File: config.mk
export PLATFORM = sky130hd
export DESIGN_NAME = lz78de_front
export DESIGN_NICKNAME = d
export VERILOG_FILES = /design/src/rtl/lz78de_pkg.sv /design/src/rtl/lz78de_front.sv
export SDC_FILE = /design/constraint.sdc
export NUM_CORES = 1
export LEC_CHECK = 0
export BUFFER_PORTS_ARGS = -buffer_cell sky130_fd_sc_hd__clkbuf_2
export CAP_MARGIN = 20
export CORE_ASPECT_RATIO = 1.2
export CORE_MARGIN = 2
export CORE_UTILIZATION = 48
export DETAILED_ROUTE_END_ITERATION = 8
export GPL_ROUTABILITY_DRIVEN = 0
export PLACE_DENSITY = 0.81
export SYNTH_ARGS = -nofsm -noshare
export SYNTH_HDL_FRONTEND = slang
export SYNTH_SLANG_ARGS = --single-unit
File: constraint.sdc
create_clock -name clk -period 1.9 [get_ports clk]
set_clock_uncertainty 0.15 [all_clocks]
set_input_delay 0.38 -clock clk [delete_from_list [all_inputs] [get_ports clk]]
set_output_delay 0.38 -clock clk [all_outputs]
set_load 0.05 [all_outputs]
File: src/rtl/lz78de_pkg.sv
// ----------------------------------------------------------------------------
// lz78de_pkg
// Shared constants, item and token types, and engine states of the encoder.
// ----------------------------------------------------------------------------
package lz78de_pkg;

	localparam int DICT_ENTRIES  = 1024;
	localparam int ALPHABET_SIZE = 256;
	localparam int BYTE_W        = $clog2(ALPHABET_SIZE);
	localparam int NODE_W        = $clog2(DICT_ENTRIES);
	localparam int PHRASE_W      = NODE_W + 1;
	localparam int ADDR_W        = NODE_W + BYTE_W;
	localparam int TABLE_SIZE    = DICT_ENTRIES * ALPHABET_SIZE;
	localparam int TDATA_W       = ((NODE_W + BYTE_W + 7) / 8) * 8;
	localparam int TUSER_W       = 2;
	localparam int QUEUE_DEPTH   = 2;
	localparam int QPTR_W        = (QUEUE_DEPTH > 1) ? $clog2(QUEUE_DEPTH) : 1;
	localparam int QCNT_W        = $clog2(QUEUE_DEPTH + 1);

	localparam logic [NODE_W-1:0] LIMIT_RESET = NODE_W'(DICT_ENTRIES - 1);

	typedef struct packed {
		logic [BYTE_W-1:0] data_byte;
		logic              last_byte;
	} item_t;

	typedef struct packed {
		logic [NODE_W-1:0] prefix_phrase;
		logic [BYTE_W-1:0] literal_byte;
		logic              has_literal;
		logic              end_of_stream;
		logic              dictionary_full;
	} token_t;

	typedef enum logic [1:0] {
		ENG_CLEAR,
		ENG_READ,
		ENG_DECIDE
	} eng_state_t;

endpackage

File: src/rtl/lz78de_front.sv
// ----------------------------------------------------------------------------
// lz78de_front
// Input side: takes byte beats from the stream and holds them in a short
// queue so the lookup engine can stall on its own.
// ----------------------------------------------------------------------------
module lz78de_front (
	input  logic                             clk,
	input  logic                             arst_n,
	input  logic                             s_axis_tvalid,
	output logic                             s_axis_tready,
	input  logic [lz78de_pkg::BYTE_W-1:0]    s_axis_tdata,
	input  logic                             s_axis_tlast,
	input  logic                             hold,
	output lz78de_pkg::item_t                item,
	output logic                             item_valid,
	input  logic                             item_pop
);

	lz78de_pkg::item_t                  queue_q [lz78de_pkg::QUEUE_DEPTH];
	logic [lz78de_pkg::QPTR_W-1:0]      wr_ptr_q;
	logic [lz78de_pkg::QPTR_W-1:0]      rd_ptr_q;
	logic [lz78de_pkg::QCNT_W-1:0]      count_q;
	logic                               push;
	logic                               pop;

	assign s_axis_tready = (count_q != lz78de_pkg::QCNT_W'(lz78de_pkg::QUEUE_DEPTH)) && !hold;
	assign push          = s_axis_tvalid && s_axis_tready;
	assign item_valid    = (count_q != '0);
	assign pop           = item_pop && item_valid;
	assign item          = queue_q[rd_ptr_q];

	always_ff @(posedge clk) begin
		if (push) begin
			queue_q[wr_ptr_q] <= '{data_byte: s_axis_tdata, last_byte: s_axis_tlast};
		end
	end

	always_ff @(posedge clk or negedge arst_n) begin
		if (!arst_n) begin
			wr_ptr_q <= '0;
			rd_ptr_q <= '0;
			count_q  <= '0;
		end else begin
			if (push) begin
				wr_ptr_q <= (wr_ptr_q == lz78de_pkg::QPTR_W'(lz78de_pkg::QUEUE_DEPTH - 1))
					? '0 : wr_ptr_q + 1'b1;
			end
			if (pop) begin
				rd_ptr_q <= (rd_ptr_q == lz78de_pkg::QPTR_W'(lz78de_pkg::QUEUE_DEPTH - 1))
					? '0 : rd_ptr_q + 1'b1;
			end
			case ({push, pop})
				2'b10:   count_q <= count_q + 1'b1;
				2'b01:   count_q <= count_q - 1'b1;
				default: count_q <= count_q;
			endcase
		end
	end

endmodule

# Yosys cells after proc, flatten, opt, wreduce, memory -nomap -nowiden
# Memory sizes are Yosys's and may differ from the RTL's.
# Cells that the tools add are included.
# Widths: inputs -> output; s select.
# word_totals
word_cells	22
reg_bits	4
mem_bits_rw	18
in_bits	14
n_memories	1
# classes
reduce_logical	6
n_mux	5
n_addsub	4
n_eq_ne	3
# memory_table
memory	words	width	read_ports	rd_clocked_by_memory_dff	write_ports	line_no	text
queue_q	2	9	1	0	1	lz78de_front.sv:19	lz78de_pkg::item_t queue_q [lz78de_pkg::QUEUE_DEPTH];
# op_table
operator	count
$mux 1	4
$pmux 2 s2	1
$reduce_bool 2->1	2
$logic_and 1x1->1	3
$add 1x1->1 const B	2
$add 2x1->2 const B	1
$eq 2x1->1 const B	1
$eq 2x2->1 const B	1
$ne 2x2->1 const B	1
$sub 2x1->2 const B	1
$logic_not 1->1	1

# Depth between registers and ports, before layout
# Gate-level depths: netlist (run 1).
# depth
word_depth	5
mapped_depth	6
mapped_depth_nobuf	6

# Least setup slack after synthesis (run 1)
# Ideal clock, no wire load.
# synth_timing
path_type	reg2out
startpoint	reg count_q[0] (netlist bit)
endpoint	out s_axis_tready
setup_slack_ps	131
arrival_time_ps	1239
required_ps	1370
n_path_buf	0
stages_incl_launch_ff	3
cell_sequence	dfrtp_1 > nand2b_1 > nor2b_1
# synth_via
elab_chain_cells	2
# synth_rtl
item	line_no	text
start: declaration	lz78de_front.sv:22	logic [lz78de_pkg::QCNT_W-1:0] count_q;
start signal: assignment	lz78de_front.sv:53	2'b10: count_q <= count_q + 1'b1;
start signal: assignment	lz78de_front.sv:54	2'b01: count_q <= count_q - 1'b1;
start signal: assignment	lz78de_front.sv:55	default: count_q <= count_q;
$ne 2x2->1	lz78de_front.sv:26	assign s_axis_tready = (count_q != lz78de_pkg::QCNT_W'(lz78de_pkg::QUEUE_DEPTH)) && !hold;
$logic_and 1x1->1	lz78de_front.sv:26	
end: declaration	lz78de_front.sv:10	output logic s_axis_tready,
# Every way passes these cells.

==> reports/qor.csv, run 1 <==
stage,metric,value,unit
logic_synthesis,YS warnings,0,
logic_synthesis,synthesized flop and latch total,22,
timing,slew at the pin closest to its max-slew limit,0.4210,ns
logic_synthesis,"top cells by area, synth","edfxtp_1 (63%), mux2_2 (12%), dfrtp_1 (12%), xnor2_1 (3.1%), xor2_1 (2.0%)",
timing,Final Hold Fails,0,
clock_network,CTS tree,built,
layout,multi-input logic area,211.5,sq um
run,maxcap violations,0,
setup_path,"Arr. time, crit path",1.32,ns
die,# rows,16,
drt,drt wl/cell,14.44,microns
logic_synthesis,"area leader, netlist",edfxtp_1,
timing,Setup Viol. Count Final,0,
layout,Filler cells,129,
setup_path,Critical Path Max Stage Delay,0.39,ns
timing,period utilization,97.63,%
clock_network,# H-tree levels,1,
timing,Slew HR,71.93,%
layout,Area Growth Syn to Fin,31.53,%
drt,Routed Antenna Nets,0,
die,Die Area,2141,sq um
logic_synthesis,post-synthesis async set-or-reset flop share,18.18,%
drt,WL final,1386,microns
drt,DR pass1 iterations,3,
clock_network,CTS buffer count,3,
global_routing,Tot GR Track Use,14.40,%
logic_synthesis,"EDFF count, synth",18,
timing,"Slew Viols, Final",0,
hold_path,hold crit path type,input port to register,
setup_path,CP Max Fanout,5,
clock_network,clk sink count,22,
logic_synthesis,"Net Count, Synth",62,
logic_synthesis,synth cell count leaders,"edfxtp_1 (18), mux2_2 (9), dfrtp_1 (4), xnor2_1 (3)",
layout,Ant. Diodes,0,
timing,RSZ-0062 raised after global routing,yes,
clock_network,clk buf depth,2,
timing,fmax,539.1,MHz
pwr,power density cells,1566,nW/um^2
logic_synthesis,"Distinct cells, synth",14,
clock_network,"Clk pin slew, worst setup/hold paths",0.11,ns
layout,Non-Filler Instances,96,
die,core area,1662,sq um
setup_path,crit-path cells,"buf_4, mux2_2, buf_6",
drt,Via Count,486,
drt,DRC errors left,0,
pwr,Power Total,1765,uW
drt,drt via density,5.063,
global_routing,number of global-route vias before repair,534,
outcome,status,completed,
logic_synthesis,top cell type's share of synthesized area,63.07,%
place,Inst Count DP,89,
clock_network,Clock Latency Late Sink,0.29,ns
setup_path,CP Class,register to output pin,
global_routing,first-pass GRT wire length,2249,microns
die,Die X,42.58,microns
drt,DR iter-0 viols,17,
timing,minimum clock period,1.855,ns
layout,layout cell share with drive strength beyond 1,53.85,%
pwr,Pleak,0.0004522,uW
setup_path,nature of the critical path startpoint,register,
global_routing,initial antenna violation count,0,
die,initial core utilization,51.58,%
pwr,worst vdd rail ir drop,0.0008581,V
place,Port Buffers,24,
layout,Sequential Area,641.9,sq um
place,HPWL after detailed placement,1025,microns
logic_synthesis,Mapped Area,857.1,sq um
die,die height,50.29,microns
global_routing,remaining global-route overflow,0,
logic_synthesis,"Seq/Total Area, Yosys",74.74,%
setup_path,Setup crit end kind,output pin,
logic_synthesis,Synth Flop Type,edfxtp_1,
global_routing,largest net degree at the start of global routing,13,
logic_synthesis,Syn Inst Count,47,
layout,nets,94,
setup_path,Worst EP required,1.37,ns
logic_synthesis,Syn Area/Cell,18.24,sq um
setup_path,CP max-delay cell,dfrtp_2,
clock_network,CTS root buf,clkbuf_4,
logic_synthesis,most frequent cell after synthesis,edfxtp_1,
die,Top Ports,25,
==> layer usage <==
layer	vias to the layer above	GRT usage [%]	part of all wire, %
met1	240	16.30	39
met5	-	0	0
met4	0	4.688	0
met3	0	3.597	4.6
met2	15	26.15	56
li1	231	-	-
==> metrics by stage <==
step / area, sq um / TNS (ns) / util [%] / hold WS, ns / setup slack (ns)
floorplan: 857.1 / 0 / - / -0.06559 / 0.1314
finish: 1127 / 0 / 67.85 / 0.1118 / 0.04506
global placement: 1002 / 0 / 60.32 / 0.04239 / 0.1613
detailed placement: 1002 / 0 / 60.32 / 0.04543 / 0.1692
global route: 1127 / -0.01374 / 67.85 / 0.1031 / -0.006727
CTS: 1095 / 0 / 65.89 / 0.1081 / 0.0006536
==> state kept, by name, indices dropped and copies added (netlist names) <==
register,cells
count_q,2
rd_ptr_q,1
wr_ptr_q,1
queue_q,18
==> layout make-up <==
class	instances	area share, %
Clock buffer	3	1.998
Clock inverter	1	0.3330
Multi-Input combinational cell	24	18.76
Tap cell	18	1.998
Sequential cell	22	56.94
Timing Repair Buffer	28	19.98
==> worst paths after layout <==
check,startpoint,end,slack [ns],cells past startpoint
min,s_axis_tdata[3],queue_q[1][4],0.11,1
min reg2reg,wr_ptr_q,wr_ptr_q,0.36,1
max in group asynchronous,arst_n,rd_ptr_q,1.22,2
min in group asynchronous,arst_n,count_q[0],0.25,2
max,rd_ptr_q,item[6],0.05,3
max reg2reg,count_q[0],count_q[1],0.19,5
==> report_power, final <==
part	leakage, uW	internal, uW	switching (uW)	total [uW]
clock network	0.0000154	76.5	129	205
logic	0.000227	373	508	880
registers	0.000210	625	54.5	679
total	0.000452	1070	691	1770
==> layout by cell type, fill, tap and decap left out <==
cell type	count
xnor2_1	3
nor2b_1	2
ha_1	1
and3_1	1
edfxtp_1	18
nand2b_1	1
dlygate4sd3_1	1
clkbuf_4	4
or2_4	1
xor2_1	2
clkbuf_2	14
buf_4	2
dfrtp_2	1
dfrtp_1	3
nor2_1	2
buf_6	6
clkbuf_8	4
mux2_2	9
nand2_1	1
clkinv_1	1
and2_4	1
==> worst max-delay path, delay by kind of cell (launching register included) <==
kind	cells	cell delay, ns
muxes	1	0.35
DFF	1	0.39
buffers and inverters	2	0.30
==> cell families (layout without fill, tap and decap cells) <==
family,after synthesis,in the layout,share of synthesized area [%]
DFF,22,22,74.75
muxes,9,9,11.83
and+or+nand+nor,9,9,6.278
xor gates and xnor gates,5,5,5.110
adders and majority gates,1,1,1.460
buffers and inverters,1,32,0.5834
==> repair_timing <==
action                                  in CTS  in global routing
endpoints found under the setup margin       9                 10
gates resized for setup                     12                 19
endpoints found under the hold margin        4                  0
hold buffers                                 1                  0
buffers inserted                             2                  0
Power figures use the tool's default switching activity.
==> run 2, diff against run 1 <==
--- a/config.mk
+++ b/config.mk
@@ -5,7 +5,7 @@
 export SDC_FILE = /design/constraint.sdc
 export NUM_CORES = 1
 export LEC_CHECK = 0
-export BUFFER_PORTS_ARGS = -buffer_cell sky130_fd_sc_hd__clkbuf_2
+export BUFFER_PORTS_ARGS = -buffer_cell sky130_fd_sc_hd__buf_2
 export CAP_MARGIN = 20
 export CORE_ASPECT_RATIO = 1.2
 export CORE_MARGIN = 2
==> run 2 against run 1 <==
  * Worst hold slack improved by 0.0050 ns
  * Die area unchanged
  * Total power is 1.2% lower
  * Largest power group unchanged
  * Non-clock buffer count unchanged
  * Critical path type unchanged
  * Sequential share of layout area increased by 0.83 points
==> reports/qor.csv, run 2 (same netlist as run 1, synthesis figures left out) <==
stage,metric,value,unit,change
outcome,status,completed,,unchanged
setup_path,crit-path cells,"buf_4, mux2_2, buf_6",,unchanged
clock_network,CTS buffer count,3,,unchanged
die,# rows,16,,unchanged
pwr,Pleak,0.0004420,uW,was 0.0004522 uW
clock_network,"Clk pin slew, worst setup/hold paths",0.11,ns,about the same
timing,hold_ws,0.1168,ns,was 0.1118 ns
setup_path,Setup crit end kind,output pin,,unchanged
setup_path,Critical Path Max Stage Delay,0.37,ns,was 0.39 ns
global_routing,Tot GR Track Use,15.11,%,was 14.40%
setup_path,CP Class,register to output pin,,unchanged
clock_network,# H-tree levels,1,,unchanged
setup_path,"Arr. time, crit path",1.30,ns,was 1.32 ns
timing,minimum clock period,1.833,ns,was 1.855 ns
hold_path,hold crit path type,input port to register,,unchanged
layout,nets,94,,unchanged
layout,Post-Route Utilization,66.87,%,was 67.85%
global_routing,number of global-route vias before repair,465,,was 534
drt,DR pass1 iterations,4,,was 3
pwr,Power Total,1744,uW,was 1765 uW
layout,Ant. Diodes,0,,unchanged
timing,period utilization,96.49,%,was 97.63%
die,initial core utilization,51.58,%,unchanged
layout,most frequent cells in the layout,"edfxtp_1 (18), buf_2 (15), mux2_2 (9), buf_6 (9)",,"was edfxtp_1 (18), clkbuf_2 (14), mux2_2 (9), buf_6 (6)"
global_routing,initial antenna violation count,0,,unchanged
layout,layout cell share with drive strength beyond 1,53.85,%,unchanged
clock_network,Clock Latency Late Sink,0.29,ns,about the same
global_routing,largest net degree at the start of global routing,13,,unchanged
drt,Routed Antenna Nets,0,,unchanged
layout,Filler cells,135,,was 129
setup_path,"setup slack, reg-to-reg",0.21,ns,was 0.19 ns
layout,"leading cell type in the layout, fill and taps excluded",edfxtp_1,,unchanged
global_routing,remaining global-route overflow,0,,unchanged
timing,fmax,545.4,MHz,was 539.1 MHz
place,Inst Count DP,89,,unchanged
clock_network,CTS root buf,clkbuf_4,,unchanged
pwr,worst vdd rail ir drop,0.0007883,V,was 0.0008581 V
layout,Area Growth Syn to Fin,29.64,%,was 31.53%
drt,Via Count,472,,was 486
layout,Top reg by flops,queue_q,,unchanged
setup_path,r2r worst-path depth,5,,unchanged
timing,Final Hold Fails,0,,unchanged
setup_path,Worst EP required,1.37,ns,about the same
setup_path,CP max-delay cell,dfrtp_2,,unchanged
layout,Largest regs,"queue_q x18, count_q x2",,unchanged
die,Die X,42.58,microns,unchanged
die,Die Area,2141,sq um,unchanged
clock_network,CTS tree,built,,unchanged
timing,setup_tns,0,ns,unchanged
hold_path,Min-Delay Path Depth,1,,unchanged
drt,drt wl/cell,14.13,microns,was 14.44 microns
place,Port Buffers,24,,unchanged
setup_path,critical register-to-register path endpoint,count_q[1],,unchanged
setup_path,CP Max Fanout,5,,unchanged
hold_path,Hold EP,queue_q[1][7],,was queue_q[1][4]
drt,DR iter-0 viols,8,,was 17
layout,Largest register FFs,18,,unchanged
layout,Non-Filler Instances,96,,unchanged
die,Top Ports,25,,unchanged
die,die height,50.29,microns,unchanged
setup_path,nature of the critical path startpoint,register,,unchanged
timing,"Slew Viols, Final",0,,unchanged
drt,drt via density,4.917,,was 5.063
hold_path,hold_sp,s_axis_tdata[6],,was s_axis_tdata[3]
clock_network,clk sink count,22,,unchanged
run,maxcap violations,0,,unchanged
timing,slew at the pin closest to its max-slew limit,0.4345,ns,was 0.4210 ns
timing,RSZ-0062 raised after global routing,no,,was yes
timing,Setup Viol. Count Final,0,,unchanged
place,HPWL after detailed placement,966.7,microns,was 1025 microns
timing,Slew HR,71.03,%,was 71.93%
setup_path,Reg2Reg Launch Point,count_q[0],,unchanged
drt,WL final,1356,microns,was 1386 microns
global_routing,first-pass GRT wire length,2270,microns,was 2249 microns
pwr,power density cells,1570,nW/um^2,was 1566 nW/um^2
die,core area,1662,sq um,unchanged
clock_network,clk buf depth,2,,unchanged
drt,DRC errors left,0,,unchanged
## run 2: worst max-delay path by stage
stage | start | to | slack (ns)
finish | rd_ptr_q | item[8] | 0.07
global route | rd_ptr_q | item[5] | 0.007
CTS | rd_ptr_q | item[5] | 0.01
detailed placement | rd_ptr_q | item[8] | 0.20
global placement | rd_ptr_q | item[6] | 0.19
floorplan | count_q[0] | s_axis_tready | 0.13
## run 2: critical path, delay by kind of cell (launching register included)
family | cells | cell delay, ns
buffers and inverters | 2 | 0.29
DFF | 1 | 0.37
muxes | 1 | 0.34
## run 2: cell type report
class / count / area (sq um) / area share, %
tap: 18 / 22.52 / 2.027
clock buffer: 4 / 26.28 / 2.365
sequential: 22 / 641.9 / 57.77
timing repair buffer: 28 / 209.0 / 18.81
multi-input combinational: 24 / 211.5 / 19.03
## run 2: power by group
part | internal, uW | switching, uW | leakage [uW]
clock network | 81.6 | 127 | 0.0000150
registers | 625 | 48.5 | 0.000210
logic | 355 | 508 | 0.000217
total | 1060 | 683 | 0.000442
## run 2: repair_timing
item,4_1_cts,5_1_grt
setup buffers,2,0
pin swaps,0,0
endpoints found under the setup margin,9,9
endpoints found under the hold margin,4,0
resized for setup,3,25
hold buffers,1,0
## run 2: through the flow
step / worst slack, ns / instance area (sq um)
6_report: 0.06662 / 1111
5_1_grt: 0.007055 / 1111
4_1_cts: 0.01297 / 1057
3_5_place_dp: 0.1978 / 1002
3_3_place_gp: 0.1898 / 1002
2_1_floorplan: 0.1314 / 857.1
## run 2: layer usage
metal / vias up / GRT usage [%] / share of wire [%]
li1: 232 / - / -
met1: 218 / 19.56 / 41
met2: 20 / 23.85 / 53
met3: 2 / 3.237 / 4.6
met4: 0 / 7.813 / 1.4
met5: - / 0 / 0
==> run 3, diff against run 2 <==
--- a/config.mk
+++ b/config.mk
@@ -5,14 +5,15 @@
 export SDC_FILE = /design/constraint.sdc
 export NUM_CORES = 1
 export LEC_CHECK = 0
+export ABC_AREA = 1
 export BUFFER_PORTS_ARGS = -buffer_cell sky130_fd_sc_hd__buf_2
 export CAP_MARGIN = 20
 export CORE_ASPECT_RATIO = 1.2
 export CORE_MARGIN = 2
-export CORE_UTILIZATION = 48
+export CORE_UTILIZATION = 49
 export DETAILED_ROUTE_END_ITERATION = 8
 export GPL_ROUTABILITY_DRIVEN = 0
-export PLACE_DENSITY = 0.81
+export PLACE_DENSITY = 0.82
 export SYNTH_ARGS = -nofsm -noshare
 export SYNTH_HDL_FRONTEND = slang
 export SYNTH_SLANG_ARGS = --single-unit
==> constraint.sdc (replaced) <==
create_clock -name clk -period 1.9 [get_ports clk]
set_clock_uncertainty 0.15 [all_clocks]
set_input_delay 0.38 -clock clk [delete_from_list [all_inputs] [get_ports clk]]
set_output_delay 0.38 -clock clk [all_outputs]
set_load 0.005 [all_outputs]
==> run 3 against run 2 <==
  * Utilization fell by 2.3 points
  * Register-to-register slack improved by 0.08 ns
  * Worst hold slack got worse by 0.0022 ns
  * Largest power group is now registers
==> reports/qor.csv, run 3 <==
stage,metric,value,unit,change
outcome,status,completed,,unchanged
clock_network,CTS tree,built,,unchanged
logic_synthesis,"EDFF count, synth",18,,unchanged
pwr,clock power share,14.9,%,was 11.9%
setup_path,CP max-delay cell,dfrtp_2,,unchanged
hold_path,hold crit path type,input port to register,,unchanged
pwr,Switching Fraction,34.76,%,was 39.18%
logic_synthesis,post-synthesis async set-or-reset flop share,18.18,%,unchanged
die,Die Area,2174,sq um,was 2141 sq um
layout,Area Growth Syn to Fin,20.53,%,was 29.64%
pwr,Comb power frac,34.0,%,was 49.5%
layout,Largest register FFs,18,,unchanged
drt,drt wl/cell,12.48,microns,was 14.13 microns
pwr,Pleak,0.0005143,uW,was 0.0004420 uW
logic_synthesis,Syn Area/Cell,11.26,sq um,was 18.24 sq um
pwr,Psw,472.5,uW,was 683.5 uW
drt,Via Count,594,,was 472
logic_synthesis,"Net Count, Synth",94,,was 62
logic_synthesis,most frequent cell after synthesis,nand2_1,,was edfxtp_1
setup_path,CP Class,register to output pin,,unchanged
global_routing,largest net degree at the start of global routing,13,,unchanged
place,Inst Count DP,121,,was 89
clock_network,# H-tree levels,1,,unchanged
timing,hold_ws,0.1145,ns,was 0.1168 ns
logic_synthesis,synthesized flop and latch total,22,,unchanged
setup_path,Crit path max-delay family,flip-flops,,unchanged
logic_synthesis,top cell type's share of synthesized area,60.76,%,was 63.07%
timing,RSZ-0062 raised after global routing,no,,unchanged
logic_synthesis,"top cells by area, synth","edfxtp_1 (61%), nand2_1 (15%), dfrtp_1 (11%), inv_1 (3.0%), ha_1 (1.4%)",,"was edfxtp_1 (63%), mux2_2 (12%), dfrtp_1 (12%), xnor2_1 (3.1%), xor2_1 (2.0%)"
die,die height,50.68,microns,was 50.29 microns
timing,fmax,568.0,MHz,was 545.4 MHz
drt,DR iter-0 viols,6,,was 8
pwr,power density cells,1268,nW/um^2,was 1570 nW/um^2
timing,"Slew Viols, Final",0,,unchanged
logic_synthesis,"area leader, netlist",edfxtp_1,,unchanged
timing,PnR worst setup slack,0.1394,ns,was 0.06662 ns
drt,drt via density,4.714,,was 4.917
place,Setup WS pre-CTS,0.3042,ns,was 0.1978 ns
die,# rows,16,,unchanged
layout,nets,124,,was 94
pwr,sequential share of power,51.0,%,was 38.6%
global_routing,remaining global-route overflow,0,,unchanged
layout,layout cell share with drive strength beyond 1,31.48,%,was 53.85%
layout,"leading cell type in the layout, fill and taps excluded",nand2_1,,was edfxtp_1
global_routing,first-pass GRT wire length,2587,microns,was 2270 microns
timing,Final Hold Fails,0,,unchanged
pwr,worst vdd rail ir drop,0.0006755,V,was 0.0007883 V
setup_path,CP Max Fanout,11,,was 5
global_routing,number of global-route vias before repair,618,,was 465
logic_synthesis,"Seq/Total Area, Yosys",72.01,%,was 74.74%
clock_network,number of setup buffers added after CTS,0,,was 2
logic_synthesis,Synth Flop Type,edfxtp_1,,unchanged
logic_synthesis,YS warnings,0,,unchanged
clock_network,clk sink count,22,,unchanged
timing,setup_tns,0,ns,unchanged
timing,period utilization,92.66,%,was 96.49%
clock_network,CTS buffer count,3,,unchanged
drt,DR pass1 iterations,3,,was 4
setup_path,crit-path cells,"inv_2, nand2_1, nand2_1, buf_2",,"was buf_4, mux2_2, buf_6"
layout,Largest regs,"queue_q x18, count_q x2",,unchanged
die,core area,1662,sq um,unchanged
timing,minimum clock period,1.761,ns,was 1.833 ns
layout,Non-Filler Instances,126,,was 96
die,Die X,42.90,microns,was 42.58 microns
timing,slew at the pin closest to its max-slew limit,0.3683,ns,was 0.4345 ns
timing,Setup Viol. Count Final,0,,unchanged
die,initial core utilization,53.54,%,was 51.58%
drt,Routed Antenna Nets,0,,unchanged
timing,Slew HR,75.42,%,was 71.03%
pwr,P_int,886.9,uW,was 1061 uW
setup_path,Worst EP required,1.37,ns,about the same
place,Port Buffers,24,,unchanged
logic_synthesis,Mapped Area,889.6,sq um,was 857.1 sq um
clock_network,CTS root buf,clkbuf_4,,unchanged
layout,Ant. Diodes,0,,unchanged
layout,Top reg by flops,queue_q,,unchanged
setup_path,CP bufs+invs,2,,unchanged
place,HPWL after detailed placement,1170,microns,was 966.7 microns
logic_synthesis,"Distinct cells, synth",14,,unchanged
global_routing,initial antenna violation count,0,,unchanged
setup_path,Critical Path Most Common Cell,nand2_1,,
drt,DRC errors left,0,,unchanged
setup_path,Critical Path Max Stage Delay,0.50,ns,was 0.37 ns
die,Top Ports,25,,unchanged
run,maxcap violations,0,,unchanged
setup_path,Setup crit end kind,output pin,,unchanged
global_routing,Tot GR Track Use,16.60,%,was 15.11%
drt,WL final,1573,microns,was 1356 microns
setup_path,"Arr. time, crit path",1.23,ns,was 1.30 ns
clock_network,Clock Latency Late Sink,0.29,ns,about the same
layout,most frequent cells in the layout,"nand2_1 (36), buf_2 (24), edfxtp_1 (18), inv_1 (7)",,"was edfxtp_1 (18), buf_2 (15), mux2_2 (9), buf_6 (9)"
logic_synthesis,Syn Inst Count,79,,was 47
clock_network,clk buf depth,2,,unchanged
setup_path,nature of the critical path startpoint,register,,unchanged
logic_synthesis,synth cell count leaders,"nand2_1 (36), edfxtp_1 (18), inv_1 (7), dfrtp_1 (4)",,"was edfxtp_1 (18), mux2_2 (9), dfrtp_1 (4), xnor2_1 (3)"
clock_network,"Clk pin slew, worst setup/hold paths",0.12,ns,was 0.11 ns
run 3: cell types whose count changed after synthesis, moves of 2 or more:
| cell | change |
|---|---|
| nand2_1 | +35 |
| mux2_2 | -9 |
| inv_1 | +7 |
| inv_2 | +2 |
| nand2_2 | +2 |
| nand3_1 | +2 |
| nand4_1 | +2 |
| nor2b_1 | -2 |
| xnor2_1 | -2 |
| xor2_1 | -2 |
run 3: stage by stage:
stage,cell area [sq um],utilization (%),power [uW]
after floorplan,889.6,-,980.8
after global placement,1035,62.27,1140
after detailed placement,1035,62.27,1170
after CTS,1071,64.46,1372
after global routing,1072,64.53,1464
final,1072,64.53,1359
run 3: logic make-up after synthesis:
logic type      count (synthesis)  synth area share, %
buf+inv                        10                4.360
flops                          22                72.01
xor+xnor                        1               0.9847
fa+ha+maj                       1                1.406
compound gates                  1               0.5620
simple gates                   44                20.67
run 3: layout make-up:
type / instances / area [sq um]
fillers: 143 / 589.3
well taps: 18 / 22.52
multi-input cells: 47 / 210.2
flip-flops and latches: 22 / 641.9
repair buffers: 26 / 137.6
inverters: 9 / 33.78
clock inverters: 1 / 3.754
clock buffers: 3 / 22.52
run 3: worst paths after layout:
path	startpoint	end	slack, ns	cells past startpoint
max reg2reg	count_q[1]	count_q[1]	0.29	9
max in group asynchronous	arst_n	rd_ptr_q	1.19	2
min reg2reg	wr_ptr_q	wr_ptr_q	0.34	2
max	rd_ptr_q	item[8]	0.14	4
min in group asynchronous	arst_n	wr_ptr_q	0.26	2
min	s_axis_tdata[3]	queue_q[0][4]	0.11	1
run 3: power by group through the flow:
stage / clock network [uW] / registers, uW / logic [uW]
2_1_floorplan: 0 / 667 / 314
3_3_place_gp: 0 / 701 / 439
3_5_place_dp: 0 / 704 / 467
4_1_cts: 209 / 693 / 471
5_1_grt: 224 / 712 / 528
6_report: 203 / 694 / 463
run 3: per-layer routing:
layer	share of wire [%]	GRT usage [%]	vias to the layer above
met2	52	29.29	19
met1	42	18.93	259
met5	0	0	-
met3	4.0	3.237	4
met4	1.8	7.813	0
li1	-	-	312
run 3: repair_timing:
action | CTS | global route
endpoints found under the hold margin | 4 | 0
endpoints found under the setup margin | 0 | 9
hold buffers | 1 | 0
gates resized for setup | 0 | 1
